===== src/sv/gprs_pkg.sv =====
// ----------------------------------------------------------------------------
// gprs_pkg: shared types and microprogram for the rectangle sum block
// Grid sizes, control word layout, condition codes and the read-only
// microcode table that drives the datapath.
// ----------------------------------------------------------------------------
package gprs_pkg;

  localparam int GRID_COLS = 256;
  localparam int GRID_ROWS = 256;
  localparam int COL_W     = $clog2(GRID_COLS);
  localparam int ROW_W     = $clog2(GRID_ROWS);
  localparam int CIDX_W    = COL_W + 1;
  localparam int RIDX_W    = ROW_W + 1;
  localparam int ADDR_W    = COL_W + ROW_W;
  localparam int AMT_W     = 16;
  localparam int SUM_W     = 32;
  localparam int UPC_W     = 4;
  localparam int TERM_W    = 2;

  typedef logic [UPC_W-1:0] upc_t;

  localparam upc_t S_IDLE   = 4'd0;
  localparam upc_t S_LOAD   = 4'd1;
  localparam upc_t S_A_RD   = 4'd2;
  localparam upc_t S_A_WR   = 4'd3;
  localparam upc_t S_A_NXI  = 4'd4;
  localparam upc_t S_A_DONE = 4'd5;
  localparam upc_t S_Q_TERM = 4'd6;
  localparam upc_t S_Q_RD   = 4'd7;
  localparam upc_t S_Q_ACC  = 4'd8;
  localparam upc_t S_Q_NXI  = 4'd9;
  localparam upc_t S_Q_END  = 4'd10;
  localparam upc_t S_Q_OUT  = 4'd11;

  typedef enum logic [1:0] {I_HOLD, I_LOAD, I_UP, I_DOWN} i_op_t;
  typedef enum logic [2:0] {J_HOLD, J_LOAD, J_UP, J_DOWN, J_RELOAD} j_op_t;
  typedef enum logic [1:0] {ACC_HOLD, ACC_CLEAR, ACC_ADD} acc_op_t;
  typedef enum logic [1:0] {TERM_HOLD, TERM_CLEAR, TERM_INC} term_op_t;
  typedef enum logic [3:0] {
    C_NEVER, C_ALWAYS, C_NO_START, C_QUERY, C_J_UP_OK, C_I_UP_OK,
    C_J_DN_NZ, C_I_DN_NZ, C_TERM_EMPTY, C_TERM_MORE
  } cond_t;

  typedef struct packed {
    i_op_t    i_op;
    j_op_t    j_op;
    logic     mem_wr;
    acc_op_t  acc_op;
    term_op_t term_op;
    logic     out_stb;
    cond_t    cond;
    upc_t     target;
  } ctrl_word_t;

  typedef struct packed {
    logic start;
    logic query;
    logic j_up_ok;
    logic i_up_ok;
    logic j_dn_nz;
    logic i_dn_nz;
    logic term_empty;
    logic term_more;
  } flags_t;

  function automatic ctrl_word_t ucode(input upc_t pc);
    ctrl_word_t w;
    w = '{i_op: I_HOLD, j_op: J_HOLD, mem_wr: 1'b0, acc_op: ACC_HOLD,
          term_op: TERM_HOLD, out_stb: 1'b0, cond: C_ALWAYS, target: S_IDLE};
    case (pc)
      S_IDLE: begin
        w.cond   = C_NO_START;
        w.target = S_IDLE;
      end
      S_LOAD: begin
        w.i_op    = I_LOAD;
        w.j_op    = J_LOAD;
        w.acc_op  = ACC_CLEAR;
        w.term_op = TERM_CLEAR;
        w.cond    = C_QUERY;
        w.target  = S_Q_TERM;
      end
      S_A_RD: begin
        w.cond = C_NEVER;
      end
      S_A_WR: begin
        w.mem_wr = 1'b1;
        w.j_op   = J_UP;
        w.cond   = C_J_UP_OK;
        w.target = S_A_RD;
      end
      S_A_NXI: begin
        w.i_op   = I_UP;
        w.j_op   = J_RELOAD;
        w.cond   = C_I_UP_OK;
        w.target = S_A_RD;
      end
      S_A_DONE: begin
        w.cond   = C_ALWAYS;
        w.target = S_IDLE;
      end
      S_Q_TERM: begin
        w.i_op   = I_LOAD;
        w.j_op   = J_LOAD;
        w.cond   = C_TERM_EMPTY;
        w.target = S_Q_END;
      end
      S_Q_RD: begin
        w.cond = C_NEVER;
      end
      S_Q_ACC: begin
        w.acc_op = ACC_ADD;
        w.j_op   = J_DOWN;
        w.cond   = C_J_DN_NZ;
        w.target = S_Q_RD;
      end
      S_Q_NXI: begin
        w.i_op   = I_DOWN;
        w.j_op   = J_RELOAD;
        w.cond   = C_I_DN_NZ;
        w.target = S_Q_RD;
      end
      S_Q_END: begin
        w.term_op = TERM_INC;
        w.cond    = C_TERM_MORE;
        w.target  = S_Q_TERM;
      end
      S_Q_OUT: begin
        w.out_stb = 1'b1;
        w.cond    = C_ALWAYS;
        w.target  = S_IDLE;
      end
      default: begin
        w.cond   = C_ALWAYS;
        w.target = S_IDLE;
      end
    endcase
    return w;
  endfunction

endpackage


===== src/sv/gprs_seq.sv =====
// ----------------------------------------------------------------------------
// gprs_seq: microprogram sequencer
// Holds the step counter, reads the control word from the microcode table
// and picks the next step from the selected jump condition.
// ----------------------------------------------------------------------------
module gprs_seq (
  input  logic                clk,
  input  logic                rst_n,
  input  gprs_pkg::flags_t    flags,
  output gprs_pkg::ctrl_word_t ctrl,
  output logic                idle
);

  gprs_pkg::upc_t upc_r;
  gprs_pkg::upc_t upc_nxt;
  logic           take;

  assign ctrl = gprs_pkg::ucode(upc_r);
  assign idle = (upc_r == gprs_pkg::S_IDLE);

  always_comb begin
    case (ctrl.cond)
      gprs_pkg::C_NEVER:      take = 1'b0;
      gprs_pkg::C_ALWAYS:     take = 1'b1;
      gprs_pkg::C_NO_START:   take = !flags.start;
      gprs_pkg::C_QUERY:      take = flags.query;
      gprs_pkg::C_J_UP_OK:    take = flags.j_up_ok;
      gprs_pkg::C_I_UP_OK:    take = flags.i_up_ok;
      gprs_pkg::C_J_DN_NZ:    take = flags.j_dn_nz;
      gprs_pkg::C_I_DN_NZ:    take = flags.i_dn_nz;
      gprs_pkg::C_TERM_EMPTY: take = flags.term_empty;
      gprs_pkg::C_TERM_MORE:  take = flags.term_more;
      default:                take = 1'b0;
    endcase
    upc_nxt = take ? ctrl.target : upc_r + gprs_pkg::upc_t'(1);
  end

  always_ff @(posedge clk) begin
    if (!rst_n) begin
      upc_r <= gprs_pkg::S_IDLE;
    end else begin
      upc_r <= upc_nxt;
    end
  end

endmodule


===== config.mk =====
export PLATFORM = sky130hd
export DESIGN_NAME = gprs_seq
export DESIGN_NICKNAME = d
export VERILOG_FILES = /design/src/sv/gprs_pkg.sv /design/src/sv/gprs_seq.sv
export SDC_FILE = /design/constraint.sdc
export NUM_CORES = 1
export LEC_CHECK = 0
export ABC_AREA = 1
export ABC_CLOCK_PERIOD_IN_PS = 4600
export BUFFER_PORTS_ARGS = -buffer_cell sky130_fd_sc_hd__buf_2
export CAP_MARGIN = 20
export CORE_AREA = 2 2 40 42
export DETAILED_ROUTE_END_ITERATION = 8
export DIE_AREA = 0 0 42 44
export HOLD_SLACK_MARGIN = 0.15
export PLACE_DENSITY = 0.78
export SYNTH_ARGS = -nofsm -noshare
export SYNTH_HDL_FRONTEND = slang
export SYNTH_SLANG_ARGS = --single-unit

===== constraint.sdc =====
create_clock -name clk -period 4.6 [get_ports clk]
set_clock_uncertainty 0.2 [all_clocks]
set_input_delay 0.23 -clock clk [delete_from_list [all_inputs] [get_ports clk]]
set_output_delay 0.23 -clock clk [all_outputs]
set_load 0.01 [all_outputs]

==> results of run 1 <==
cells by family after synthesis:
logic type	Yosys count	share of synthesized area, %
AOI/OAI and AO/OA	7	8.668
xor gates and xnor gates	2	2.960
adders and majority gates	4	8.457
buffers and inverters	23	15.85
DFF	4	13.53
and+or+nand+nor	59	50.53
stage by stage:
step	hold WS [ps]	total power, mW	instances
2_1_floorplan	164.8	0.4172	99
3_3_place_gp	300.3	0.5274	143
3_5_place_dp	310.4	0.5330	143
4_1_cts	352.1	0.5814	147
5_1_grt	401.2	0.6432	147
6_report	359.2	0.5747	147
report_power, final:
part	total, mW	internal, mW	switching, mW
combinational	0.460	0.175	0.285
sequential	0.0716	0.0490	0.0226
clock	0.0434	0.0292	0.0142
worst reg2reg max path: cells and delay by family (launching register included):
| kind | cells | cell delay [ps] |
|---|---|---|
| simple gates | 9 | 820 |
| fa+ha+maj | 1 | 260 |
| buf+inv | 2 | 160 |
| flops | 1 | 420 |
cell usage after synthesis (3+ instances only):
| cell type | count | area, um^2 |
|---|---|---|
| inv_2 | 4 | 15.01 |
| ha_1 | 4 | 50.05 |
| nand2_2 | 5 | 31.28 |
| nor2_1 | 12 | 45.04 |
| o21ai_2 | 3 | 26.28 |
| nor2_2 | 6 | 37.54 |
| dfxtp_1 | 4 | 80.08 |
| nand3_1 | 7 | 35.03 |
| inv_1 | 18 | 67.56 |
| nand2_1 | 21 | 78.83 |
worst max-delay path by stage:
stage	endpoint	cells after the start	slack (ps)
finish	ctrl[1]	7	2410
floorplan	upc_r[0]	10	2780
global route	ctrl[1]	7	2250
CTS	ctrl[1]	7	2390
detailed placement	ctrl[1]	7	2650
global placement	ctrl[1]	7	2670
routing by layer:
metal / up-vias / GRT usage (%)
met4: 0 / 3.871
met1: 301 / 17.91
met5: - / 0
li1: 371 / -
met3: 0 / 2.500
met2: 23 / 30.00
cell type report:
class,instances,share of cell area (%)
Inverter,22,10.61
Multi-Input combinational cell,72,53.70
Sequential cell,4,10.29
Timing Repair Buffer,30,19.94
Tap cell,16,2.572
Clock buffer,3,2.894
==> flow_metrics.tcl, run 1 <==
set metrics [dict create \
    status "complete, no violations" \
    tns_ps 0 \
    route.detailed.drc 0 \
    port_buffers 29 \
    critPathKind "reg -> out" \
    synth_ff_type "dfxtp_1" \
    drt-total-wl_um 1355 \
    wl_met1_um 597 \
    clkLatencyLatePin_ps 230 \
    period_needed_ps 2192 \
    fin_ws_ps 2408 \
    min_to "upc_r[0]" \
    first_pass_iters 4 \
    fp.dieW_um 42 \
    postCtsHoldBufs 1 \
    io_pins 30 \
    final_max_slew_viol_count 0 \
    drive_gt1_share_pct 41.22 \
    drtIter0Drc 7 \
    clk_pin_slew_ps 40 \
    top_register "upc_r" \
    cts_buffers 3 \
    synth_cells 99 \
    end_kind "output port" \
    multi_input_area_um2 417.9 \
    largest_register_ffs 4 \
    crit_chain "inv_1 > ha_1 > o21ai_2 > nand3_2 > nor3_1 > inv_1 > buf_2" \
    synth_nets 113 \
    place_ws_ps 2646 \
    coreArea_um2 1419 \
    initial_utilization_pct 41.71 \
    final_util_pct 54.85 \
    final_common_cell "buf_2" \
    setup_violations 0 \
    max_clock_freq_mhz 456.2 \
    place_congestion 0.8165 \
    critPathBufInv 3 \
    cp-start-kind "register" \
    fillCellCount 144 \
    pwr_density_cell_nw_per_um2 738.5 \
    avgSynthCellArea_um2 5.978 \
    worst_pin_slew_ps 461.3 \
    grt_use_total_pct 15.63 \
    rsz0062_at_grt "no" \
    ys_ff_latch 4 \
    cpMostUsedCell "inv_1" \
    post_cts_buffers 0 \
    cp-startpoint "upc_r[1]" \
    grt_max_degree 11 \
    slowest_delay_ps 420 \
    dr_wl_met3_um 69 \
    synthArstFlopShare_pct 0 \
    overflow 0 \
    grt_pass1_wl_um 2297 \
    layout_common_cells "29 x buf_2, 21 x nand2_1, 18 x inv_1" \
    tritoncts "built" \
    vias_per_cell 4.728 \
    cts_sinks 4 \
    crit_fanout 6 \
    die-area_um2 1848 \
    ys_seq_area_share_pct 13.53 \
    ys_types 21 \
    crit_family "flip-flops" \
    nets 147 \
    mappedNetlistArea_um2 591.8 \
    placed_cell_area_um2 745.7 \
    post-route-period-util_pct 47.65 \
    vias 695 \
    clk_path_buf_depth 2 \
    fp-row-count 14 \
    hold_class "in -> reg" \
    antenna_found_initial 0 \
    wl_per_cell_um 9.218 \
    hold_viol_final 0 \
    worstHoldStart "flags[5]" \
    r2r_end "upc_r[2]" \
    die_h_um 44 \
    num_antenna_cells 0 \
    grt_pass1_vias 609 \
    hpwlAfterDp_um 1177 \
    cts_resized 0 \
    stdcell_area_um2 778.2 \
    reg2reg_from "upc_r[1]" \
    reg_top3 "upc_r x4" \
    yosysWarnings 0 \
    worstRegToRegCells 12 \
    cts_root_buf "clkbuf_4" \
    reg2reg_slack_ps 2630 \
    drv_cap 0 \
    ir_worst_vdd_v 0.0003982 \
    p_leak_nw 0.5368 \
    seq_area_um2 80.08 \
    critical_path_required_ps 4170 \
    max-slew-margin-rel_pct 69.21 \
    arrival_ps 1760 \
    htreeDepth 1 \
    area_growth_syn_to_layout_pct 31.50 \
    highest_layer "met3" \
    route.met2.wl_um 689 \
    min_path_cells 7 \
    synth_edf_count 0 \
    antenna_left 0 \
    worst_path_max_delay_cell "dfxtp_1" \
]
Note: power is estimated with default switching activity, not from simulation.
==> run 2: changes to the inputs <==
--- a/config.mk
+++ b/config.mk
@@ -6,7 +6,7 @@
 export NUM_CORES = 1
 export LEC_CHECK = 0
 export ABC_AREA = 1
-export ABC_CLOCK_PERIOD_IN_PS = 4600
+export ABC_CLOCK_PERIOD_IN_PS = 2160
 export BUFFER_PORTS_ARGS = -buffer_cell sky130_fd_sc_hd__buf_2
 export CAP_MARGIN = 20
 export CORE_AREA = 2 2 40 42
==> constraint.sdc (replaced) <==
create_clock -name clk -period 2.16 [get_ports clk]
set_clock_uncertainty 0.2 [all_clocks]
set_input_delay 0.108 -clock clk [delete_from_list [all_inputs] [get_ports clk]]
set_output_delay 0.108 -clock clk [all_outputs]
set_load 0.01 [all_outputs]
==> run 2 against run 1 <==
Final cell count increased by 0.68%. Register-to-register slack got worse by 2400 ps. Worst hold slack worse by 120 ps. Global-route usage rose by 1.7 points. Via count is 0.29% higher. Clock power is 110% higher. Critical path depth unchanged. Worst setup slack got worse by 2200 ps. Die area unchanged. Combinational power is 120% higher. Routed wire length grew 8.3%. Largest cell class unchanged. Highest routed layer is now met4.
==> flow_metrics.tcl, run 2 (synthesis gave the netlist of run 1 again) <==
set metrics [dict create \
    status "complete, no violations" \
    vias_per_cell 4.709 \
    min_path_cells 7 \
    htreeDepth 1 \
    hold_viol_final 0 \
    antenna_found_initial 0 \
    clkLatencyLatePin_ps 230 \
    vias 697 \
    highest_layer "met4" \
    dp_cells 144 \
    crit_fanout 5 \
    top_register "upc_r" \
    layout_common_cells "29 x buf_2, 21 x nand2_1, 18 x inv_1" \
    cts_sinks 4 \
    stdcell_area_um2 797.0 \
    reg2reg_from "upc_r[0]" \
    min_to "upc_r[2]" \
    tritoncts "built" \
    fin_ws_ps 182.6 \
    setup_violations 0 \
    r2r_end "upc_r[3]" \
    drive_gt1_share_pct 43.94 \
    route.detailed.drc 0 \
    reg_top3 "upc_r x4" \
    arrival_ps 1670 \
    num_antenna_cells 0 \
    place_congestion 0.8020 \
    io_pins 30 \
    wl_per_cell_um 9.912 \
    cp-start-kind "register" \
    wl_met1_um 653 \
    route.met2.wl_um 735 \
    slowest_delay_ps 370 \
    antenna_left 0 \
    hpwlAfterDp_um 1235 \
    grt_use_total_pct 17.36 \
    clk_pin_slew_ps 40 \
    cts_buffers 3 \
    final_common_cell "buf_2" \
    critPathKind "reg -> out" \
    worst_path_max_delay_cell "dfxtp_1" \
    period_needed_ps 1977 \
    die_h_um 44 \
    cpMostUsedCell "inv_1" \
    worstHoldStart "flags[5]" \
    end_kind "output port" \
    critPathBufInv 3 \
    post-route-period-util_pct 91.54 \
    first_pass_iters 3 \
    worst_hold_slack_ps 236.1 \
    port_buffers 29 \
    drt-total-wl_um 1467 \
    p_leak_nw 0.5441 \
    nets 148 \
    die-area_um2 1848 \
    max-slew-margin-rel_pct 70.74 \
    max_clock_freq_mhz 505.7 \
    largest_register_ffs 4 \
    critical_path_required_ps 1850 \
    cts_root_buf "clkbuf_4" \
    placed_cell_area_um2 753.2 \
    drv_cap 0 \
    rsz0062_at_grt "no" \
    clk_path_buf_depth 2 \
    ir_worst_vdd_v 0.0009335 \
    worst_pin_slew_ps 438.3 \
    crit_family "flip-flops" \
    coreArea_um2 1419 \
    fp.dieW_um 42 \
    overflow 0 \
    grt_pass1_wl_um 2525 \
    crit_chain "inv_1 > ha_1 > o21ai_2 > nand3_2 > nor3_2 > inv_1 > buf_2" \
    worstRegToRegCells 12 \
    place_ws_ps 158.5 \
    reg2reg_slack_ps 200 \
    initial_utilization_pct 41.71 \
    grt_pass1_vias 644 \
    final_max_slew_viol_count 0 \
    pwr_density_cell_nw_per_um2 1576 \
    dr_wl_met3_um 67 \
    grt_max_degree 10 \
    hold_class "in -> reg" \
    area_growth_syn_to_layout_pct 34.67 \
    fin_cells 148 \
    drtIter0Drc 7 \
    fp-row-count 14 \
    tns_ps 0 \
]
run 2: changes by cell type in the layout (fill, tap and decap cells not counted), sizes merged:
cell / previous run / this run
buf: 29 / 30
run 2: repair_timing:
item	CTS	global route
setup endpoints to repair	0	3
hold buffers	1	0
setup buffers	0	0
hold endpoints to repair	4	0
resized for setup	0	3
run 2: stage by stage:
stage,utilization [%],power [mW]
detailed placement,53.09,1.158
CTS,55.38,1.260
finish,56.17,1.256
floorplan,-,0.8884
global placement,53.09,1.136
global route,56.17,1.402
run 2: layer usage:
metal	GRT usage [%]	vias up
li1	-	369
met1	20.65	307
met2	31.56	19
met3	2.917	2
met4	5.806	0
met5	0	-
run 2: area by class of cell:
class                   instances  area (um^2)
clock buffers                   3        22.52
fillers                       139        621.8
inverters                      22        82.58
multi-input cells              72        427.9
flip-flops and latches          4        81.33
well taps                      16        20.02
repair buffers                 31        162.7
run 2: power breakdown:
| part | total, mW | internal, mW | leakage (nW) | switching, mW |
|---|---|---|---|---|
| Sequential | 0.154 | 0.106 | 0.0335 | 0.0479 |
| Combinational | 1.01 | 0.387 | 0.497 | 0.624 |
| Clock | 0.0914 | 0.0621 | 0.0138 | 0.0294 |
run 2: worst reg2reg max path, cell delays in order, from the launching register on:
cell	delay, ps
dfxtp_1	370
inv_1	100
ha_1	280
nand3_2	160
nand2_2	70
inv_2	70
nand2_2	50
nand3_1	70
nand3_1	100
nand2_2	90
nand3_4	110
nor2_1	140
nor2_2	50
run 2: worst max path at each step:
stage	from	to	cells after the start
2_1_floorplan	upc_r[1]	upc_r[0]	10
3_3_place_gp	upc_r[1]	upc_r[2]	12
3_5_place_dp	upc_r[1]	upc_r[3]	12
4_1_cts	upc_r[1]	ctrl[1]	7
5_1_grt	upc_r[0]	upc_r[2]	13
6_report	upc_r[0]	ctrl[1]	7
==> run 3: changes to the inputs <==
==> config.mk (replaced) <==
export PLATFORM = sky130hd
export DESIGN_NAME = gprs_seq
export DESIGN_NICKNAME = d
export VERILOG_FILES = /design/src/sv/gprs_pkg.sv /design/src/sv/gprs_seq.sv
export SDC_FILE = /design/constraint.sdc
export NUM_CORES = 1
export LEC_CHECK = 0
export ABC_CLOCK_PERIOD_IN_PS = 2160
export BUFFER_PORTS_ARGS = -buffer_cell sky130_fd_sc_hd__buf_2
export CAP_MARGIN = 20
export CORE_AREA = 2 2 41 43
export DETAILED_ROUTE_END_ITERATION = 8
export DIE_AREA = 0 0 43 45
export HOLD_SLACK_MARGIN = 0.15
export PLACE_DENSITY = 0.77
export SYNTH_ARGS = -nofsm -noshare
export SYNTH_HDL_FRONTEND = slang
export SYNTH_SLANG_ARGS = --single-unit
==> run 3 against run 2 <==
Global-route usage rose by 4.2 points. Utilization rose by 12 points. Clock power barely moved. Sequential cell count did not move. Largest cell class unchanged.
==> flow_metrics.tcl, run 3 <==
set metrics [dict create \
    status "complete, no violations" \
    ir_worst_vdd_v 0.0008841 \
    final_common_cell "buf_2" \
    rsz0062_at_grt "yes" \
    hold_class "in -> reg" \
    hpwlAfterDp_um 1549 \
    die_h_um 45 \
    synth_nets 101 \
    nets 147 \
    critPathBufInv 2 \
    crit_family "compound AO/OA/AOI/OAI gates" \
    synth_xor_area_share_pct 2.789 \
    fp-row-count 14 \
    max-slew-margin-rel_pct 74.16 \
    post-route-period-util_pct 99.06 \
    arrival_ps 2080 \
    io_pins 30 \
    dr_wl_met3_um 132 \
    period_needed_ps 2140 \
    worstRegToRegCells 8 \
    setup_violations 0 \
    worst-path-stages 8 \
    synthArstFlopShare_pct 0 \
    cp-start-kind "register" \
    synth.most_common_cell "nand2_1" \
    clkLatencyLatePin_ps 230 \
    top_register "upc_r" \
    grt_pass1_wl_um 3153 \
    max_clock_freq_mhz 467.4 \
    avgSynthCellArea_um2 7.220 \
    worst_path_max_delay_cell "a311oi_4" \
    yosys.area_share.adder_pct 7.968 \
    grt_use_total_pct 21.58 \
    critPathKind "reg -> reg" \
    overflow 0 \
    die-area_um2 1935 \
    cts_root_buf "clkbuf_4" \
    wl_per_cell_um 13.56 \
    htreeDepth 1 \
    slowest_delay_ps 420 \
    drtIter0Drc 27 \
    layout_common_cells "29 x buf_2, 17 x buf_4, 13 x nand2_1" \
    final_util_pct 68.62 \
    grt_pass1_vias 736 \
    synth_ff_type "dfxtp_1" \
    largest_register_ffs 4 \
    synth.area.mux_share_pct 11.55 \
    port_buffers 29 \
    ys_top_cells_by_area "dfxtp_1 13%, ha_1 8.0%, mux2i_1 8.0%" \
    reg2reg_slack_ps 20 \
    fp.dieW_um 43 \
    place_congestion 0.8434 \
    critical_path_required_ps 2110 \
    final_max_slew_viol_count 0 \
    placed_cell_area_um2 878.3 \
    vias_per_cell 5.429 \
    cts_sinks 4 \
    yosys.area_share.simple_pct 26.89 \
    drv_cap 0 \
    clk_pin_slew_ps 40 \
    worst_pin_slew_ps 387.6 \
    num_antenna_cells 0 \
    clk_path_buf_depth 2 \
    coreArea_um2 1471 \
    synth_common_cells "13 x nand2_1, 8 x inv_1, 6 x nor3_1, 6 x o21ai_0, 5 x mux2i_1" \
    wl_met1_um 842 \
    antenna_found_initial 0 \
    reg_top3 "upc_r x4" \
    drive_gt1_share_pct 54.20 \
    antenna_left 0 \
    pwr_density_cell_nw_per_um2 1321 \
    crit_fanout 4 \
    yosysWarnings 0 \
    synth_edf_count 0 \
    stdcell_area_um2 1010 \
    yosys.area.top_type_share_pct 12.75 \
    first_pass_iters 4 \
    ys_types 36 \
    synth-compound-area-share_pct 26.69 \
    place_ws_ps -76.54 \
    synth_top_family_by_area "simple AND/OR/NAND/NOR gates" \
    initial_utilization_pct 42.69 \
    drt-total-wl_um 1994 \
    area_growth_syn_to_layout_pct 60.76 \
    fillCellCount 111 \
    ys_ff_latch 4 \
    ys_seq_area_share_pct 12.75 \
    mappedNetlistArea_um2 628.1 \
    tritoncts "built" \
    grt_max_degree 12 \
    crit_chain "inv_4 > ha_4 > buf_4 > a31o_2 > nand3_2 > a311oi_2 > a311oi_4 > mux2i_1" \
    route.detailed.drc 0 \
    fin_ws_ps 20.30 \
    synth_top_area_cell "dfxtp_1" \
    min_path_cells 4 \
    synth_cells 87 \
    hold_viol_final 0 \
    total_power_mw 1.333 \
    route.met2.wl_um 991 \
    vias 798 \
    p_leak_nw 0.5160 \
    highest_layer "met4" \
    end_kind "register" \
    cts_buffers 3 \
]
run 3: cell count changes after synthesis, sizes merged, moves of 3 or more:
cell    delta
buf        +5
mux2i      +5
inv       -14
nor3       +4
nand2     -13
a311oi     +3
nor2      -17
nand3      -7
run 3: layout make-up:
cell class,count,area (um^2),area share [%]
Multi-Input combinational cell,67,546.8,54.15
Timing Repair Buffer,48,294.0,29.12
Tap cell,16,20.02,1.983
Sequential cell,4,86.33,8.550
Clock buffer,3,22.52,2.230
Inverter,9,40.04,3.965
run 3: worst min-delay path, cell delays in order:
cell      delay, ps
buf_2            90
a32o_1          210
a311oi_4        150
mux2i_1         130
run 3: kinds of logic (layout without fill, tap and decap cells):
kind of cell	count (synthesis)	count (layout)
muxes	7	7
DFF	4	4
AOI/OAI and AO/OA	20	20
adders and majority gates	4	4
buffers and inverters	16	60
xor gates and xnor gates	2	2
and+or+nand+nor	34	34
run 3: power breakdown:
group	internal (mW)	total, mW	switching, mW
Combinational	0.542	1.10	0.554
Clock	0.0621	0.0911	0.0291
Sequential	0.103	0.146	0.0427
run 3: worst paths after layout:
path         endpoint     start
min reg2reg  upc_r[0]  upc_r[0]
max reg2reg  upc_r[1]  upc_r[1]
min          upc_r[3]  flags[0]
max          upc_r[1]  upc_r[1]
run 3: per-layer routing:
metal	up-vias	track usage [%]
met5	-	0
met4	0	13.33
met3	4	5.200
met2	33	36.97
met1	366	24.33
li1	395	-
run 3: repair_timing:
item                       CTS  global route
hold buffers                 1             0
hold endpoints to repair     4             0
gates resized for setup     13             7
cloned                       0             0
pin swaps                    2             5
setup buffers                0             3
setup endpoints to repair    4             4
run 3: per-stage QoR:
stage          TNS (ps)  cells  hold WS [ps]
3_5_place_dp     -222.7    141         247.4
2_1_floorplan         0     87         222.6
6_report              0    147         302.6
4_1_cts               0    144         281.0
3_3_place_gp          0    141         216.3
5_1_grt          -122.8    147         320.6
